`src/rtl/pulse_qualified_serial_receiver_core_macros.svh`:
```
// ----------------------------------------------------------------------------
// Assertion macros for the pulse-qualified serial receiver
// Shared concurrent assertion forms, clocked and disabled during reset.
// ----------------------------------------------------------------------------
`ifndef PULSE_QUALIFIED_SERIAL_RECEIVER_CORE_MACROS_SVH
`define PULSE_QUALIFIED_SERIAL_RECEIVER_CORE_MACROS_SVH

// The consequent must hold in the same cycle as the antecedent.
`define PQSR_ASSERT_SAME(label, clk, rst_n, ante, cons) \
  label: assert property (@(posedge clk) disable iff (!rst_n) (ante) |-> (cons)) \
    else $error("pqsr assertion failed");

// The consequent must hold in the cycle after the antecedent.
`define PQSR_ASSERT_NEXT(label, clk, rst_n, ante, cons) \
  label: assert property (@(posedge clk) disable iff (!rst_n) (ante) |=> (cons)) \
    else $error("pqsr assertion failed");

`endif

```
`src/rtl/pqsr_pkg.sv`:
```
// ----------------------------------------------------------------------------
// Pulse-qualified serial receiver package
// Shared constants, register codes, phase encoding and interface structs.
// ----------------------------------------------------------------------------
package pqsr_pkg;

  localparam int DATA_BITS = 8;
  localparam int BIT_IDX_W = (DATA_BITS > 1) ? $clog2(DATA_BITS) : 1;
  localparam int BYTE_W    = 8;
  localparam int CNT_W     = 16;
  localparam int CFG_IDX_W = 2;

  localparam logic [BIT_IDX_W-1:0] LAST_BIT_IDX = BIT_IDX_W'(DATA_BITS - 1);

  localparam logic [BYTE_W-1:0] HASH_CODE    = 8'h23;
  localparam logic [BYTE_W-1:0] NEWLINE_CODE = 8'h0A;

  localparam logic             RST_ENABLE       = 1'b1;
  localparam logic [CNT_W-1:0] RST_QUALIFY      = 16'd200;
  localparam logic [CNT_W-1:0] RST_FIRST_SAMPLE = 16'd105;
  localparam logic [CNT_W-1:0] RST_BIT_PERIOD   = 16'd100;

  typedef enum logic [CFG_IDX_W-1:0] {
    CFG_RECEIVE_ENABLE = 2'd0,
    CFG_QUALIFY_TICKS  = 2'd1,
    CFG_FIRST_SAMPLE   = 2'd2,
    CFG_BIT_PERIOD     = 2'd3
  } cfg_reg_t;

  typedef enum logic [4:0] {
    PH_IDLE    = 5'b00001,
    PH_QUALIFY = 5'b00010,
    PH_WAIT    = 5'b00100,
    PH_FIRST   = 5'b01000,
    PH_BITS    = 5'b10000
  } phase_t;

  typedef struct packed {
    logic             enable;
    logic [CNT_W-1:0] qualify;
    logic [CNT_W-1:0] first_sample;
    logic [CNT_W-1:0] bit_period;
  } cfg_t;

  typedef struct packed {
    logic              done;
    logic [BYTE_W-1:0] data;
  } rx_result_t;

  function automatic logic [CNT_W-1:0] at_least_one(input logic [CNT_W-1:0] v);
    return (v == '0) ? CNT_W'(1) : v;
  endfunction

  function automatic logic [BYTE_W-1:0] map_byte(input logic [DATA_BITS-1:0] s);
    logic [BYTE_W+DATA_BITS-1:0] ext;
    logic [BYTE_W-1:0]           b;
    ext = {{BYTE_W{1'b0}}, s};
    b   = ext[BYTE_W-1:0];
    return (b == HASH_CODE) ? NEWLINE_CODE : b;
  endfunction

endpackage

```
`src/rtl/pqsr_rx_fsm.sv`:
```
// ----------------------------------------------------------------------------
// Receiver phase sequencer
// Arms on a rising edge, qualifies the pulse, waits for the falling edge and
// samples the data bits; one line sample is taken per step.
// ----------------------------------------------------------------------------
module pqsr_rx_fsm (
  input  logic                 clk,
  input  logic                 rst_n,
  input  logic                 step,
  input  logic                 line_level,
  input  pqsr_pkg::cfg_t       cfg,
  output pqsr_pkg::rx_result_t result
);
  import pqsr_pkg::*;

  phase_t                 phase_r, phase_nxt;
  logic                   prev_level_r, prev_level_nxt;
  logic [CNT_W-1:0]       tick_cnt_r, tick_cnt_nxt;
  logic [BIT_IDX_W-1:0]   bit_idx_r, bit_idx_nxt;
  logic [DATA_BITS-1:0]   shift_r, shift_nxt;
  logic [CNT_W-1:0]       cnt_inc;
  logic                   take;
  logic                   done;

  assign cnt_inc = tick_cnt_r + CNT_W'(1);

  always_comb begin
    phase_nxt      = phase_r;
    prev_level_nxt = line_level;
    tick_cnt_nxt   = tick_cnt_r;
    bit_idx_nxt    = bit_idx_r;
    shift_nxt      = shift_r;
    take           = 1'b0;
    done           = 1'b0;
    case (phase_r)
      PH_IDLE: begin
        if (cfg.enable && line_level && !prev_level_r) begin
          phase_nxt    = PH_QUALIFY;
          tick_cnt_nxt = '0;
        end
      end
      PH_QUALIFY: begin
        if (!line_level) begin
          phase_nxt    = PH_IDLE;
          tick_cnt_nxt = '0;
        end else if (cnt_inc >= at_least_one(cfg.qualify)) begin
          phase_nxt    = PH_WAIT;
          tick_cnt_nxt = '0;
        end else begin
          tick_cnt_nxt = cnt_inc;
        end
      end
      PH_WAIT: begin
        if (!line_level) begin
          phase_nxt    = PH_FIRST;
          tick_cnt_nxt = '0;
          bit_idx_nxt  = '0;
          shift_nxt    = '0;
        end
      end
      PH_FIRST: begin
        if (cnt_inc >= at_least_one(cfg.first_sample)) begin
          tick_cnt_nxt = '0;
          take         = 1'b1;
          phase_nxt    = PH_BITS;
        end else begin
          tick_cnt_nxt = cnt_inc;
        end
      end
      PH_BITS: begin
        if (cnt_inc >= at_least_one(cfg.bit_period)) begin
          tick_cnt_nxt = '0;
          take         = 1'b1;
        end else begin
          tick_cnt_nxt = cnt_inc;
        end
      end
      default: begin
        phase_nxt    = PH_IDLE;
        tick_cnt_nxt = '0;
      end
    endcase

    if (take) begin
      shift_nxt[bit_idx_r] = line_level;
      bit_idx_nxt          = bit_idx_r + BIT_IDX_W'(1);
      done                 = (bit_idx_r == LAST_BIT_IDX);
    end

    if (done) begin
      phase_nxt    = PH_IDLE;
      tick_cnt_nxt = '0;
      bit_idx_nxt  = '0;
    end
  end

  always_ff @(posedge clk) begin
    if (!rst_n) begin
      phase_r      <= PH_IDLE;
      prev_level_r <= 1'b1;
      tick_cnt_r   <= '0;
      bit_idx_r    <= '0;
    end else if (step) begin
      phase_r      <= phase_nxt;
      prev_level_r <= prev_level_nxt;
      tick_cnt_r   <= tick_cnt_nxt;
      bit_idx_r    <= bit_idx_nxt;
    end
  end

  always_ff @(posedge clk) begin
    if (step) begin
      shift_r <= shift_nxt;
    end
  end

  assign result.done = step && done;
  assign result.data = map_byte(shift_nxt);

endmodule

```
`src/rtl/pulse_qualified_serial_receiver_core.sv`:
```
// A byte appears on the output in the cycle after the request holding its last sample.
// Throughput: one line sample per cycle while the input is not stalled; the output register decouples the two sides.
// The input stalls only while a finished byte is held and the output side stalls.
// Reset (synchronous, rst_n low) restores default registers and returns to idle.
// ----------------------------------------------------------------------------
// Pulse-qualified serial receiver core
// Decodes an LSB-first serial byte from per-tick line samples after a
// qualified high pulse, with configuration registers and an output register.
// ----------------------------------------------------------------------------
`include "pulse_qualified_serial_receiver_core_macros.svh"

module pulse_qualified_serial_receiver_core (
  input  logic                                 clk,
  input  logic                                 rst_n,
  input  logic                                 in_valid,
  output logic                                 in_stall,
  input  logic                                 in_line_level,
  output logic                                 out_valid,
  input  logic                                 out_stall,
  output logic [pqsr_pkg::BYTE_W-1:0]          out_received_byte,
  input  logic                                 cfg_valid,
  output logic                                 cfg_ready,
  input  logic [pqsr_pkg::CFG_IDX_W-1:0]       cfg_index,
  input  logic [pqsr_pkg::CNT_W-1:0]           cfg_data
);
  import pqsr_pkg::*;

  cfg_t              cfg_r;
  rx_result_t        result;
  logic              in_accept;
  logic              out_valid_r;
  logic [BYTE_W-1:0] out_byte_r;

  assign cfg_ready = 1'b1;
  assign in_stall  = out_valid_r && out_stall;
  assign in_accept = in_valid && !in_stall;

  always_ff @(posedge clk) begin
    if (!rst_n) begin
      cfg_r.enable       <= RST_ENABLE;
      cfg_r.qualify      <= RST_QUALIFY;
      cfg_r.first_sample <= RST_FIRST_SAMPLE;
      cfg_r.bit_period   <= RST_BIT_PERIOD;
    end else if (cfg_valid && cfg_ready) begin
      case (cfg_reg_t'(cfg_index))
        CFG_RECEIVE_ENABLE: cfg_r.enable       <= cfg_data[0];
        CFG_QUALIFY_TICKS:  cfg_r.qualify      <= cfg_data;
        CFG_FIRST_SAMPLE:   cfg_r.first_sample <= cfg_data;
        CFG_BIT_PERIOD:     cfg_r.bit_period   <= cfg_data;
        default: begin
        end
      endcase
    end
  end

  pqsr_rx_fsm u_rx_fsm (
    .clk        (clk),
    .rst_n      (rst_n),
    .step       (in_accept),
    .line_level (in_line_level),
    .cfg        (cfg_r),
    .result     (result)
  );

  always_ff @(posedge clk) begin
    if (!rst_n) begin
      out_valid_r <= 1'b0;
    end else if (result.done) begin
      out_valid_r <= 1'b1;
    end else if (!out_stall) begin
      out_valid_r <= 1'b0;
    end
  end

  always_ff @(posedge clk) begin
    if (result.done) begin
      out_byte_r <= result.data;
    end
  end

  assign out_valid         = out_valid_r;
  assign out_received_byte = out_byte_r;

  `PQSR_ASSERT_SAME(a_done_needs_accept, clk, rst_n, result.done, in_accept)
  `PQSR_ASSERT_SAME(a_stall_needs_held, clk, rst_n, in_stall, out_valid_r && out_stall)
  `PQSR_ASSERT_SAME(a_no_hash_out, clk, rst_n, out_valid, out_received_byte != HASH_CODE)
  `PQSR_ASSERT_NEXT(a_done_loads_out, clk, rst_n, result.done, out_valid)

endmodule
```
`config.mk`:
```
export PLATFORM = sky130hd
export DESIGN_NAME = pulse_qualified_serial_receiver_core
export DESIGN_NICKNAME = d
export VERILOG_FILES = /design/src/rtl/pqsr_pkg.sv /design/src/rtl/pqsr_rx_fsm.sv /design/src/rtl/pulse_qualified_serial_receiver_core.sv
export VERILOG_INCLUDE_DIRS = /design/src /design/src/rtl
export SDC_FILE = /design/constraint.sdc
export NUM_CORES = 1
export LEC_CHECK = 0
export BUFFER_PORTS_ARGS = -buffer_cell sky130_fd_sc_hd__buf_2
export CORE_ASPECT_RATIO = 1.5
export CORE_MARGIN = 2
export CORE_UTILIZATION = 45
export DETAILED_ROUTE_END_ITERATION = 10
export PLACE_DENSITY = 0.74
export RECOVER_POWER = 25
export SYNTH_ARGS = -nofsm -noshare
export SYNTH_HDL_FRONTEND = slang
export SYNTH_HIERARCHICAL = 1
export SYNTH_SLANG_ARGS = --single-unit
```
`constraint.sdc`:
```
create_clock -name clk -period 5.9 [get_ports clk]
set_input_delay 0.59 -clock clk [delete_from_list [all_inputs] [get_ports clk]]
set_output_delay 0.59 -clock clk [all_outputs]
set_load 0.02 [all_outputs]
```
==> impl_results.md <==
* Critical path class: register to register
* Non-Filler Instances at 818
* CTS clock-pin slew for the worst setup and hold paths at 0.07 ns
* Final setup violation count at 0
* Post-synth top cells: nand2_1 (105), dfxtp_1 (75), mux2i_1 (61)
* WL/cell at 15.97 um
* Critical Path Source: u_rx_fsm/tick_cnt_r[0]
* Register Area at 1982 um2
* Crit path DAT at 4.82 ns
* Die X at 95.41 um
* Mapped Area at approximately 5600 um2
* Unique masters post-synth at 65
* Final Cycle Share at 80.38%
* Compound-Gate Fraction of Synth Area at 12.87%
* Reg2Reg Launch Point: u_rx_fsm/tick_cnt_r[0]
* Vias at 4585
* Row count at 50
* Biggest area consumer among synthesized cells: dfxtp_1
* Core ar. at 12390 um2
* Final wirelength at 13060 um
* Actual slew at the worst max-slew pin at 2.901 ns
* Failing checks: capacitance limit, slew limit
* Area share of the largest cell type after synthesis at 26.62%
* Cells after DPL at 802
* Hold WC Path Type: register to register
* Vias in the first global route at 4507
* Setup repair after global routing missed its margin: no
* Die Area at 13460 um2
* CP endpoint kind: register
* Total CTS buffers at 9
* Ys flop type: dfxtp_1
* Clk buf depth at 2
* Rel. slew slack at -93.40%
* Initial antenna violation count at 0
* EDFF count, synth at 16
* Reg-to-Reg End: out_received_byte[0]
* Total gr overflow at 0
* Pwr/cell area at 234.6 nW/um2
* Leakage at 2.710 nW
* Async SR Flop Fraction at 0%
* Yosys warning count at 6
* Crit Path Max Fanout at 11
* Synth area leaders: dfxtp_1 (27%), ha_1 (11%), mux2i_1 (11%)
* Number of DRC markers in iteration 0 at 384
* Simple-Gate Fraction of Synth Area at 21.12%
* XOR/XNOR Fraction of Synth Area at 2.174%
* CP max stage delay at about 0.54 ns
* DRC at 0
* Post-synthesis mux area share at 11.34%
* Starting Density at 45.54%
* Final Hold Fails at 0
* Register-to-register setup slack at 1.16 ns
* Worst R2R Path Depth at 15
* Layout Area Growth over Synthesis at 10.38%
* GPL Wtd Cong at 0.8888
* Postcts setup bufs at 0
* Final slew viol count at 74
* Fmax at 210.9 MHz
* Ports at 35
* Top-count cell post-synth: nand2_1
* Clock Tree Root: clkbuf_16
* FF+latch count, synth at 91
* Die extent in y at 141.1 um
* Worst hold slack at 0.4707 ns
* NumNets Final at 732
* Number of port buffers at 33
* Critical Path, Cell by Cell: ha_1 -> nand3_1 -> or2_2 -> nor2_1 -> nand3_1 -> xnor2_1 -> ha_1 -> nand4_1 -> or4_1 -> o32a_1 -> nand2_2 -> a22oi_1 -> mux2i_1 -> nor4b_2 -> a31oi_1
* Worst-skew pair later-pin latency at between 0.3 and 0.4 ns
* Max Clock Skew at a little over 0.008 ns
* Setup TNS at 0 ns
* Post-cts resize count at 0
* Total track usage at 20.29%
* Worst path slowest cell: or4_1
* Startpoint types: register
* HPWL Detailed at 9848 um
* DR pass1 iterations at 7
* Syn_area_per_cell at 8.869 um2
* CTS Hold Bufs at 0
* Min Tclk post-route at 4.743 ns
* Clock sink count at 91
* Avg Vias per Cell at around 5.6
* Max H-tree Level at 3
* Worst vdd ir at 175.7 uV
* Fillcell total at around 1200
* First-pass GRT wire length at 21370 um
* Status: finished with violations
* Largest net degree at the start of global routing at 74
* CTS tree: yes
* Post-DRT Antenna Nets at 0
* Cells after Synth at between 600 and 700
* Multi-input logic area at 3321 um2
* Max-cap viol count at 1
* Largest family of logic cells by synthesized area: simple AND/OR/NAND/NOR gates
* Post-Synth Adder-Cell Area at between 10% and 20%
* Critical path required time at roughly 6.0 ns
* Sequential cell area fraction in the yosys report at 35.14%
* Ant. Diodes at 0
* Fraction of layout cells with a size suffix above 1 at under 10%
* Syn Nets at just over 700
* CP endpoint: out_received_byte[0]
==> critical path: cells and delay by family (launching register included) <==
| kind | cells | cell delay, ns |
|---|---|---|
| multiplexers | 1 | 0.21 |
| XOR/XNOR | 1 | 0.38 |
| adder cells (fa/ha/maj) | 2 | 0.52 |
| AND/OR/NAND/NOR | 8 | 2.29 |
| AO/OA/AOI/OAI | 3 | 0.62 |
| flip-flops | 1 | 0.46 |
==> cells in the final DEF, fill, tap and decap left out, types with 3 or more instances in the layout <==
cell,netlist,routed
a21boi_0,18,18
a21o_1,4,4
a21oi_1,17,17
a22oi_1,4,4
a41o_1,3,3
and2_1,7,6
and3_1,3,3
and3b_1,3,3
buf_2,6,22
buf_4,3,3
bufinv_16,0,3
clkbuf_1,17,13
clkbuf_16,0,9
dfxtp_1,75,75
edfxtp_1,16,16
ha_1,51,51
inv_1,52,52
mux2i_1,61,61
nand2_1,105,105
nand2b_1,5,5
nand3_1,12,12
nand3b_1,3,3
nand4_1,9,9
nand4b_1,3,3
nor2_1,20,20
nor2b_1,21,21
nor3_1,14,14
nor3b_1,3,3
nor4_1,15,15
o211ai_1,12,12
o21a_1,4,4
o21ai_0,10,10
o22ai_1,7,7
or4_1,3,3
xnor2_1,9,9
xor2_1,5,5
==> registers in the layout, summed over array words and instances (netlist names) <==
| name | count |
|---|---|
| out_received_byte | 8 |
| u_rx_fsm/tick_cnt_r | 16 |
| u_rx_fsm/prev_level_r | 1 |
| u_rx_fsm/phase_r | 5 |
| u_rx_fsm/bit_idx_r | 3 |
| cfg_r | 49 |
| out_valid | 1 |
| u_rx_fsm/shift_r | 8 |
==> per-stage QoR <==
step	power, W	worst slack, ns	cell area [um2]	util (%)
2_1_floorplan	0.0007692	1.791	5640	-
3_3_place_gp	0.0008017	1.403	5899	47.63
3_5_place_dp	0.0008074	1.223	5899	47.63
4_1_cts	0.001470	1.198	6247	50.43
5_1_grt	0.001512	0.8278	6226	50.26
6_report	0.001461	1.157	6226	50.26
==> worst min path at each step <==
stage | from | to | slack (ns) | cells past startpoint
detailed placement | u_rx_fsm/prev_level_r | u_rx_fsm/prev_level_r | 0.46 | 2
floorplan | cfg_r[32] | cfg_r[32] | 0.43 | 2
global placement | cfg_r[32] | cfg_r[32] | 0.45 | 2
global route | cfg_r[0] | cfg_r[0] | 0.51 | 2
finish | cfg_r[32] | cfg_r[32] | 0.47 | 2
CTS | cfg_r[32] | cfg_r[32] | 0.47 | 2
==> routing by layer <==
metal	track usage (%)	wire, um
met1	22.63	5170
met2	36.55	6880
met3	2.672	426
met4	10.68	583
met5	0	0
==> cell families after synthesis <==
group                      count (synthesis)
muxes                                     63
DFF                                       91
and+or+nand+nor                          236
AOI/OAI and AO/OA                         99
other                                      1
adders and majority gates                 51
xor gates and xnor gates                  14
buffers and inverters                     81
==> power breakdown <==
group          switching [W]  internal, W  total (W)
sequential         0.0000149     0.000650   0.000665
combinational      0.0000800    0.0000491   0.000129
clock               0.000249     0.000418   0.000667
total               0.000344      0.00112    0.00146
==> cell type report <==
cell class,instances,share of cell area [%]
Inverter,53,3.195
Timing Repair Buffer,38,2.914
Sequential cell,91,31.83
Multi-Input combinational cell,464,53.34
Tap cell,156,3.135
Clock inverter,7,1.969
Clock buffer,9,3.617
(Power assumes the default switching activity.)
